## config.mk

```make
export PLATFORM = sky130hd
export DESIGN_NAME = sos_ctrl
export DESIGN_NICKNAME = d
export VERILOG_FILES = /design/src/hdl/sos_pkg.sv /design/src/hdl/sos_ctrl.sv
export SDC_FILE = /design/constraint.sdc
export NUM_CORES = 1
export LEC_CHECK = 0
export BUFFER_PORTS_ARGS = -buffer_cell sky130_fd_sc_hd__buf_2
export CORE_MARGIN = 4
export CORE_UTILIZATION = 30
export DETAILED_ROUTE_END_ITERATION = 7
export GPL_ROUTABILITY_DRIVEN = 0
export GPL_TIMING_DRIVEN = 1
export HOLD_SLACK_MARGIN = 0.03
export PLACE_DENSITY = 0.62
export SKIP_CTS_REPAIR_TIMING = 1
export SYNTH_ARGS = -nofsm -noshare
export SYNTH_HDL_FRONTEND = slang
export SYNTH_SLANG_ARGS = --single-unit
```

## constraint.sdc

```tcl
create_clock -name clk -period 4.1 [get_ports clk]
set_input_delay 0.615 -clock clk [delete_from_list [all_inputs] [get_ports clk]]
set_output_delay 0.615 -clock clk [all_outputs]
set_load 0.02 [all_outputs]
```

## src/hdl/sos_pkg.sv

```systemverilog
// ----------------------------------------------------------------------------
// sos_pkg: shared types and constants of the spent output set
// Sizes, word layouts, op and status codes, controller commands and states.
// ----------------------------------------------------------------------------
package sos_pkg;

	localparam int LIVE_ENTRIES   = 256;
	localparam int STAGED_ENTRIES = 32;
	localparam int NUM_CHAINS     = 8;

	localparam int LW = (LIVE_ENTRIES > 1) ? $clog2(LIVE_ENTRIES) : 1;
	localparam int SW = (STAGED_ENTRIES > 1) ? $clog2(STAGED_ENTRIES) : 1;
	localparam int CW = $clog2(STAGED_ENTRIES + 1);

	localparam int CHAIN_W = 3;
	localparam int KEY_W   = 4 * 64 + 32;
	localparam int ENTRY_W = KEY_W + CHAIN_W;

	localparam logic [3:0] CONF_NONE = 4'(NUM_CHAINS);

	typedef enum logic [2:0] {
		OP_RECORD = 3'd0,
		OP_REVERT = 3'd1,
		OP_QUERY  = 3'd2,
		OP_STAGE  = 3'd3,
		OP_PUBLISH = 3'd4,
		OP_BEGIN  = 3'd5
	} op_t;

	typedef enum logic [1:0] {
		ST_OK         = 2'd0,
		ST_CONFLICT   = 2'd1,
		ST_LIVE_FULL  = 2'd2,
		ST_STAGE_FULL = 2'd3
	} status_t;

	typedef enum logic [3:0] {
		S_IDLE,
		S_LSCAN,
		S_DECIDE,
		S_SSCAN,
		S_SDEC,
		S_PUB_RD,
		S_PUB_LD,
		S_PUB_SCAN,
		S_PUB_DEC
	} state_t;

	typedef struct packed {
		logic [2:0]  op;
		logic [63:0] txid_word0;
		logic [63:0] txid_word1;
		logic [63:0] txid_word2;
		logic [63:0] txid_word3;
		logic [31:0] output_index;
		logic [2:0]  chain_id;
	} req_t;

	typedef struct packed {
		logic [1:0] status;
		logic       is_spent;
		logic [3:0] confirming_chain;
	} rsp_t;

	// controller to datapath
	typedef struct packed {
		logic    load_in;
		logic    lscan;
		logic    sscan;
		logic    live_wr;
		logic    live_clr;
		logic    stage_wr;
		logic    pub_init;
		logic    pub_ld;
		logic    pub_next;
		logic    set_flag;
		logic    begin_att;
		logic    respond;
		logic    query;
		status_t status;
	} cmd_t;

	// datapath to controller
	typedef struct packed {
		logic ldone;
		logic lfound;
		logic lfree;
		logic sdone;
		logic sfound;
		logic sfull;
		logic sempty;
		logic pub_more;
		logic flag;
	} stat_t;

endpackage

```

## src/hdl/sos_ctrl.sv

```systemverilog
// ----------------------------------------------------------------------------
// sos_ctrl: controller of the spent output set
// Sequences scans, table updates and publish walk for each command word.
// ----------------------------------------------------------------------------
module sos_ctrl
	import sos_pkg::*;
(
	input  logic       clk,
	input  logic       arst_n,
	input  logic       start,
	input  logic [2:0] op,
	input  stat_t      stat,
	output cmd_t       cmd,
	output logic       busy
);

	state_t state_q, state_d;
	op_t    op_q;
	logic   lfull_q;

	// state, latched op and publish overflow mark
	always_ff @(posedge clk or negedge arst_n) begin
		if (!arst_n) begin
			state_q <= S_IDLE;
			op_q    <= OP_RECORD;
			lfull_q <= 1'b0;
		end else begin
			state_q <= state_d;
			if (start && state_q == S_IDLE) begin
				op_q <= op_t'(op);
			end
			if (cmd.pub_init) begin
				lfull_q <= 1'b0;
			end else if (state_q == S_PUB_DEC && !stat.lfound && !stat.lfree) begin
				lfull_q <= 1'b1;
			end
		end
	end

	assign busy = state_q != S_IDLE;

	// next state and commands
	always_comb begin
		state_d    = state_q;
		cmd        = '0;
		cmd.status = ST_OK;
		case (state_q)
			S_IDLE: begin
				if (start) begin
					cmd.load_in = 1'b1;
					case (op)
						OP_RECORD, OP_REVERT, OP_QUERY, OP_STAGE: begin
							cmd.lscan = 1'b1;
							state_d   = S_LSCAN;
						end
						OP_PUBLISH: begin
							if (stat.flag) begin
								cmd.respond = 1'b1;
							end else begin
								cmd.pub_init = 1'b1;
								state_d      = S_PUB_RD;
							end
						end
						OP_BEGIN: begin
							cmd.begin_att = 1'b1;
							cmd.respond   = 1'b1;
						end
						default: begin
							cmd.respond = 1'b1;
						end
					endcase
				end
			end
			S_LSCAN: begin
				if (stat.ldone) begin
					state_d = S_DECIDE;
				end
			end
			S_DECIDE: begin
				state_d = S_IDLE;
				case (op_q)
					OP_RECORD: begin
						cmd.respond = 1'b1;
						if (stat.lfound) begin
							cmd.status = ST_CONFLICT;
						end else if (stat.lfree) begin
							cmd.live_wr = 1'b1;
						end else begin
							cmd.status = ST_LIVE_FULL;
						end
					end
					OP_REVERT: begin
						cmd.respond  = 1'b1;
						cmd.live_clr = stat.lfound;
					end
					OP_QUERY: begin
						cmd.respond = 1'b1;
						cmd.query   = 1'b1;
					end
					OP_STAGE: begin
						if (stat.lfound) begin
							cmd.respond = 1'b1;
							cmd.status  = ST_CONFLICT;
						end else if (stat.sempty) begin
							cmd.respond  = 1'b1;
							cmd.stage_wr = 1'b1;
						end else begin
							cmd.sscan = 1'b1;
							state_d   = S_SSCAN;
						end
					end
					default: begin
						cmd.respond = 1'b1;
					end
				endcase
			end
			S_SSCAN: begin
				if (stat.sdone) begin
					state_d = S_SDEC;
				end
			end
			S_SDEC: begin
				state_d     = S_IDLE;
				cmd.respond = 1'b1;
				if (stat.sfound) begin
					cmd.status = ST_CONFLICT;
				end else if (stat.sfull) begin
					cmd.status = ST_STAGE_FULL;
				end else begin
					cmd.stage_wr = 1'b1;
				end
			end
			S_PUB_RD: begin
				// staged read is issued at the publish cursor
				if (stat.pub_more) begin
					state_d = S_PUB_LD;
				end else begin
					cmd.set_flag = 1'b1;
					cmd.respond  = 1'b1;
					cmd.status   = lfull_q ? ST_LIVE_FULL : ST_OK;
					state_d      = S_IDLE;
				end
			end
			S_PUB_LD: begin
				cmd.pub_ld = 1'b1;
				cmd.lscan  = 1'b1;
				state_d    = S_PUB_SCAN;
			end
			S_PUB_SCAN: begin
				if (stat.ldone) begin
					state_d = S_PUB_DEC;
				end
			end
			S_PUB_DEC: begin
				cmd.live_wr  = !stat.lfound && stat.lfree;
				cmd.pub_next = 1'b1;
				state_d      = S_PUB_RD;
			end
			default: begin
				state_d = S_IDLE;
			end
		endcase
	end

	a_one_resp: assert property (@(posedge clk) disable iff (!arst_n)
		cmd.respond |=> !busy)
		else $error("response issued while work continues");
	a_no_wr_clr: assert property (@(posedge clk) disable iff (!arst_n)
		!(cmd.live_wr && cmd.live_clr))
		else $error("live write and clear together");
	a_idle_start: assert property (@(posedge clk) disable iff (!arst_n)
		cmd.load_in |-> state_q == S_IDLE)
		else $error("request loaded outside idle");

endmodule

```

==> flow_summary.json, run 1 <==
{
  "cp_max_fo": 15,
  "final_cell_mix": "30 x buf_2, 11 x nand2_1, 10 x nor2_1",
  "critical_path.max_stage_delay_ns": 0.63,
  "h-tree-depth": 1,
  "maxCapViolCount": 0,
  "crit_chain": "nand2b_2 > or4_1 > or3_1 > o31ai_2 > buf_2",
  "power.total_w": 0.0005573,
  "crit_required_ns": 3.48,
  "fin_worst_skew_ns": 0.005229,
  "cts_tree": "done",
  "cts.path.max_buffers": 2,
  "start_util_pct": 31.67,
  "cts_buffers": 3,
  "wl_met2_um": 992,
  "crit_path_start_kind": "flop",
  "yosysUniqueCellTypes": 35,
  "met3_length_um": 76,
  "grt.overflow.total": 0,
  "min_period_ns": 2.823,
  "grt_pass1_wl_um": 3284,
  "vias": 767,
  "worstSetupEndpointType": "output port",
  "dpl.hpwl_um": 1591,
  "die_w_um": 56.33,
  "met1_length_um": 814,
  "port_buffers": 30,
  "viasPerCell": 5.182,
  "drt-wirelength-per-cell_um": 12.89,
  "core_area_sq_mm": 0.002212,
  "final_common_cell": "buf_2",
  "synth_top_area_share_pct": 28.57,
  "drc_errors": 0,
  "synthCells": 91,
  "clk_pin_slew_worst_paths_ns": 0.05,
  "ys_warn_count": 0,
  "die_area_sq_mm": 0.003173,
  "drtPass1Iterations": 4,
  "slew_headroom_pct": 68.08,
  "fin_nets": 137,
  "netlist_area_sq_um": 700.7,
  "rsz0062_at_grt": "false",
  "antenna_found_initial": 0,
  "fin_setup_tns_ns": 0,
  "leakage_nw": 0.4319,
  "diodes": 0,
  "clk_latency_ns": 0.26,
  "grt.total_usage_pct": 12.83,
  "seq_area_frac_synth_pct": 28.57,
  "fin_crit_sh_pct": 68.85,
  "powerDensity_mw_per_mm2": 625.6,
  "yosys.area.top_type": "dfrtp_1",
  "seqCellArea_sq_um": 200.2,
  "worstMarginPinSlew_ns": 0.4787,
  "fillCellCount": 264,
  "grt_pass1_vias": 748,
  "root_buffer": "clkbuf_4",
  "peakVddDrop_v": 0.0002556,
  "fmax_ghz": 0.3543,
  "grt_max_degree": 16,
  "slew_violations": 0,
  "drt_iter0_markers": 21,
  "multi_input_area_sq_um": 467.9,
  "status": "complete, no violations",
  "synth-seq-cells": 8,
  "path_class": "flop to output port",
  "hold_viol": 0,
  "wl_um": 1907,
  "synth_area_leaders": "dfrtp_1 29%, nand2_1 5.9%, nor2_1 5.4%",
  "clock-sinks": 8,
  "setup_viol": 0,
  "die_h_um": 56.33,
  "io_pins": 31,
  "drive_above_1_share_pct": 32.50,
  "antenna_left": 0,
  "cp.arrival_ns": 2.21,
  "syn_avg_cell_area_sq_um": 7.700,
  "cpMaxStageDelayCell": "dfrtp_1",
  "hp-class": "primary input to async pin",
  "highest_layer": "met4",
  "rows": 17,
  "syn_nets": 106,
  "areaGrowthSynthToFinish_pct": 27.14
}
[synth_stat cells]
library cell and n:
o22ai_2 1, o22ai_1 1, a2111oi_0 1, or3_1 2, a311oi_1 1, nor4_2 1
or4_1 1, nor3_1 5, nand2_1 11, nor2_1 10, buf_2 2, a32oi_1 1
nand4bb_1 1, nand3_1 3, a21oi_1 6, dfrtp_1 8, a21o_1 2, clkbuf_1 2
o31ai_1 3, mux2_2 2, xnor2_1 2, nand2b_1 2, inv_1 4, o21ai_0 3
xor2_1 1, a41oi_1 1, a31oi_1 1, mux2_1 1, o31ai_2 1, nor4_1 2
nand2b_2 1, nand3b_1 2, nor3b_1 1, or3b_1 1, nor2b_1 4
[where the power goes]
| part | switching, W | internal (W) | total (W) |
|---|---|---|---|
| clock | 0.0000261 | 0.0000334 | 0.0000596 |
| combinational | 0.000172 | 0.000138 | 0.000310 |
| sequential | 0.0000767 | 0.000111 | 0.000188 |
| total | 0.000274 | 0.000283 | 0.000557 |
[cells by family after synthesis]
kind of cell | Yosys count | share of synthesized area [%]
XOR/XNOR | 3 | 3.751
AO/OA/AOI/OAI | 22 | 22.14
flip-flops | 8 | 28.57
AND/OR/NAND/NOR | 47 | 36.07
multiplexers | 3 | 4.821
buffers and inverters | 8 | 4.643
[flip-flops by register name, summed over array words and instances (netlist names)]
name / flops
lfull_q: 1
op_q: 3
state_q: 4
[worst max-delay path, delay by kind of cell, from the launching register on]
family	cells	cell delay [ns]
compound gates	1	0.17
buf+inv	1	0.19
flops	1	0.63
simple gates	3	0.96
[area by class of cell]
type,count,area share [%]
well taps,28,3.933
flip-flops and latches,8,22.47
multi-input cells,75,52.53
repair buffers,30,16.85
clock buffers,3,2.528
inverters,4,1.685
[stage by stage]
step,utilization [%],setup WS (ns),instance area [sq um],hold WS [ns],std cells
final,40.27,1.277,890.9,0.1907,148
after global routing,40.27,1.127,890.9,0.1922,148
after CTS,40.27,1.268,890.9,0.1835,148
after detailed placement,39.25,1.559,868.3,0.4657,145
after global placement,39.25,1.585,868.3,0.4673,145
after floorplan,-,1.782,700.7,0.3194,91
[per-layer routing]
metal,GRT usage (%),vias up
met5,0,-
met4,7.119,0
met3,0.9195,2
met2,22.87,19
met1,15.02,356
li1,-,390
[worst paths after layout]
path	from	end	slack, ns	cells past startpoint
max in group asynchronous	arst_n	state_q[1]	3.74	1
min reg2reg	lfull_q	lfull_q	0.51	2
min in group clk	lfull_q	lfull_q	0.51	2
max reg2reg	state_q[2]	state_q[1]	2.21	5
max	state_q[1]	cmd[1]	1.28	5
min	arst_n	state_q[0]	0.19	1
Note: power is estimated with default switching activity, not from simulation.
==> run 2, diff against run 1 <==
--- a/config.mk
+++ b/config.mk
@@ -5,6 +5,7 @@
 export SDC_FILE = /design/constraint.sdc
 export NUM_CORES = 1
 export LEC_CHECK = 0
+export ABC_AREA = 1
 export BUFFER_PORTS_ARGS = -buffer_cell sky130_fd_sc_hd__buf_2
 export CORE_MARGIN = 4
 export CORE_UTILIZATION = 30
@@ -12,7 +13,7 @@
 export GPL_ROUTABILITY_DRIVEN = 0
 export GPL_TIMING_DRIVEN = 1
 export HOLD_SLACK_MARGIN = 0.03
-export PLACE_DENSITY = 0.62
+export PLACE_DENSITY = 0.64
 export SKIP_CTS_REPAIR_TIMING = 1
 export SYNTH_ARGS = -nofsm -noshare
 export SYNTH_HDL_FRONTEND = slang
==> constraint.sdc (replaced) <==
create_clock -name clk -period 2.57 [get_ports clk]
set_input_delay 0.3855 -clock clk [delete_from_list [all_inputs] [get_ports clk]]
set_output_delay 0.3855 -clock clk [all_outputs]
set_load 0.02 [all_outputs]
==> flow_summary.json, run 2 <==
{
  "pwr-share-comb_pct": 61.3,
  "top_register": "state_q",
  "drt_iter0_markers": 19,
  "cpMaxStageDelayCell": "dfrtp_1",
  "die_h_um": 56.16,
  "stdcell_count": 181,
  "root_buffer": "clkbuf_4",
  "grt.overflow.total": 0,
  "crit_chain": "nor2_2 > inv_1 > nor2_1 > inv_1 > nor2_1 > nand2_1 > nand3_1 > buf_2",
  "fillCellCount": 258,
  "start_util_pct": 31.45,
  "design_area_sq_um": 913.4,
  "synthFlopType": "dfrtp_1",
  "reg.largest.list": "state_q: 4 flops, op_q: 3 flops, lfull_q: 1 flops",
  "synth_common_cells": "29 x nand2_1, 21 x nor2_1, 19 x inv_1",
  "r2r-start": "state_q[3]",
  "fmax_ghz": 0.4825,
  "drc_errors": 0,
  "largest_register_ffs": 4,
  "power.total_w": 0.0008620,
  "cp.arrival_ns": 1.69,
  "critical_path.max_stage_delay_ns": 0.45,
  "hp-class": "primary input to flop",
  "cp_max_fo": 7,
  "die_w_um": 56.16,
  "rsz0062_at_grt": "false",
  "dpl.hpwl_um": 1732,
  "grt_pass1_wl_um": 3505,
  "seqPwrFrac_pct": 27.2,
  "seq_area_frac_synth_pct": 28.78,
  "die_area_sq_mm": 0.003153,
  "cts_tree": "done",
  "drt-wirelength-per-cell_um": 11.25,
  "fin_crit_sh_pct": 80.64,
  "status": "complete, no violations",
  "worstRegToRegCells": 7,
  "fin_worst_skew_ns": 0.006088,
  "setup_viol": 0,
  "placed_cells_incl_taps": 177,
  "synth-seq-cells": 8,
  "slew_violations": 0,
  "maxCapViolCount": 0,
  "rr_endpoint": "state_q[1]",
  "syn_avg_cell_area_sq_um": 5.846,
  "fin_setup_tns_ns": 0,
  "slew_headroom_pct": 63.03,
  "hold_viol": 0,
  "grt.total_usage_pct": 13.84,
  "timing.critical_path.buf_inv": 3,
  "startpoint": "state_q[1]",
  "synth-async-reset-ratio_pct": 100.0,
  "core_area_sq_mm": 0.002212,
  "p_int_w": 0.0004043,
  "fin_nets": 170,
  "powerDensity_mw_per_mm2": 943.7,
  "final_cell_mix": "30 x buf_2, 29 x nand2_1, 21 x nor2_1",
  "peakVddDrop_v": 0.0004025,
  "h-tree-depth": 1,
  "placed_area_sq_um": 880.8,
  "path_class": "flop to output port",
  "drtPass1Iterations": 4,
  "min_period_ns": 2.073,
  "crit_cells": 8,
  "areaGrowthSynthToFinish_pct": 31.30,
  "p_sw_share_pct": 53.09,
  "grt_max_degree": 9,
  "syn_nets": 134,
  "p_clk_share_pct": 11.5,
  "crit_path_start_kind": "flop",
  "endpoint": "cmd[1]",
  "netSwitchingPower_w": 0.0004576,
  "cts_buffers": 3,
  "viasPerCell": 4.735,
  "synth-edff-count": 0,
  "cts.path.max_buffers": 2,
  "rows": 17,
  "leakage_nw": 0.5256,
  "vias": 857,
  "diodes": 0,
  "grt_pass1_vias": 885,
  "r2r_slack_ns": 1.20,
  "yosysUniqueCellTypes": 18,
  "synth_area_leaders": "dfrtp_1 29%, nand2_1 16%, nand3_1 12%",
  "synthCells": 119,
  "clk_latency_ns": 0.26,
  "netlist_area_sq_um": 695.7,
  "clk_pin_slew_worst_paths_ns": 0.05,
  "worstSetupEndpointType": "output port",
  "port_buffers": 30,
  "cp_top_family": "simple AND/OR/NAND/NOR gates",
  "worstMarginPinSlew_ns": 0.5495,
  "yosys.area.top_type": "dfrtp_1",
  "ys_warn_count": 0,
  "antenna_left": 0,
  "synth_top_area_share_pct": 28.78,
  "io_pins": 31,
  "drive_above_1_share_pct": 26.80,
  "crit_required_ns": 2.18,
  "clock-sinks": 8,
  "antenna_found_initial": 0,
  "wl_um": 2037,
  "final_common_cell": "buf_2",
  "yosysMostFrequentCell": "nand2_1"
}
==> run 2: changes by cell type after synthesis, moves of 3 or more <==
cell / before / now
nor2_2: 0 / 4
nor2_1: 10 / 21
nand3_1: 3 / 17
o31ai_1: 3 / 0
nor2b_1: 4 / 0
inv_1: 4 / 19
nand2_1: 11 / 29
a21oi_1: 6 / 2
nor3_1: 5 / 1
o21ai_0: 3 / 8
==> run 2: logic make-up (layout without fill, tap and decap cells) <==
logic type,Yosys count,count (layout),share of synthesized area (%)
AO/OA/AOI/OAI,13,13,10.25
AND/OR/NAND/NOR,79,79,50.72
buffers and inverters,19,53,10.25
flip-flops,8,8,28.78
==> run 2: cell type report <==
| cell class | count | area [sq um] | area share [%] |
|---|---|---|---|
| multi-input combinational | 92 | 424.2 | 46.44 |
| sequential | 8 | 200.2 | 21.92 |
| timing repair buffer | 31 | 160.2 | 17.53 |
| inverter | 19 | 71.32 | 7.808 |
| tap | 28 | 35.03 | 3.836 |
| clock buffer | 3 | 22.52 | 2.466 |
==> run 2: power by group through the flow <==
stage | clock network (W) | logic (W) | registers [W]
floorplan | 0 | 0.000394 | 0.000223
global placement | 0 | 0.000522 | 0.000232
detailed placement | 0 | 0.000529 | 0.000234
CTS | 0.0000998 | 0.000531 | 0.000232
global route | 0.000106 | 0.000616 | 0.000241
finish | 0.0000991 | 0.000529 | 0.000234
==> run 2: tightest hold or removal path, cell delays in order <==
cell and delay, ns:
buf_2 0.09, nand2_1 0.06, o21ai_0 0.07
==> run 2: routing by layer <==
layer	vias up	GRT usage (%)	part of all wire (%)
met3	4	3.480	5.6
li1	451	-	-
met5	-	0	0
met1	375	15.66	45
met2	27	24.21	47
met4	0	6.102	2.0
==> run 2: through the flow <==
stage          utilization, %  setup WS (ns)  hold slack, ns
2_1_floorplan               -         0.5562         0.08991
3_3_place_gp            39.82         0.8392          0.2380
3_5_place_dp            39.82         0.7934          0.2376
4_1_cts                 40.84         0.5202        -0.03984
5_1_grt                 41.29         0.3268          0.4262
6_report                41.29         0.4975          0.3937
==> run 2: worst min-delay path by stage <==
stage	from	to	slack, ns	cells after the start
3_5_place_dp	arst_n	state_q[0]	0.24	1
6_report	op[0]	op_q[0]	0.39	3
3_3_place_gp	arst_n	state_q[2]	0.24	1
4_1_cts	arst_n	state_q[0]	-0.04	1
5_1_grt	op[0]	op_q[0]	0.43	3
2_1_floorplan	arst_n	lfull_q	0.09	0
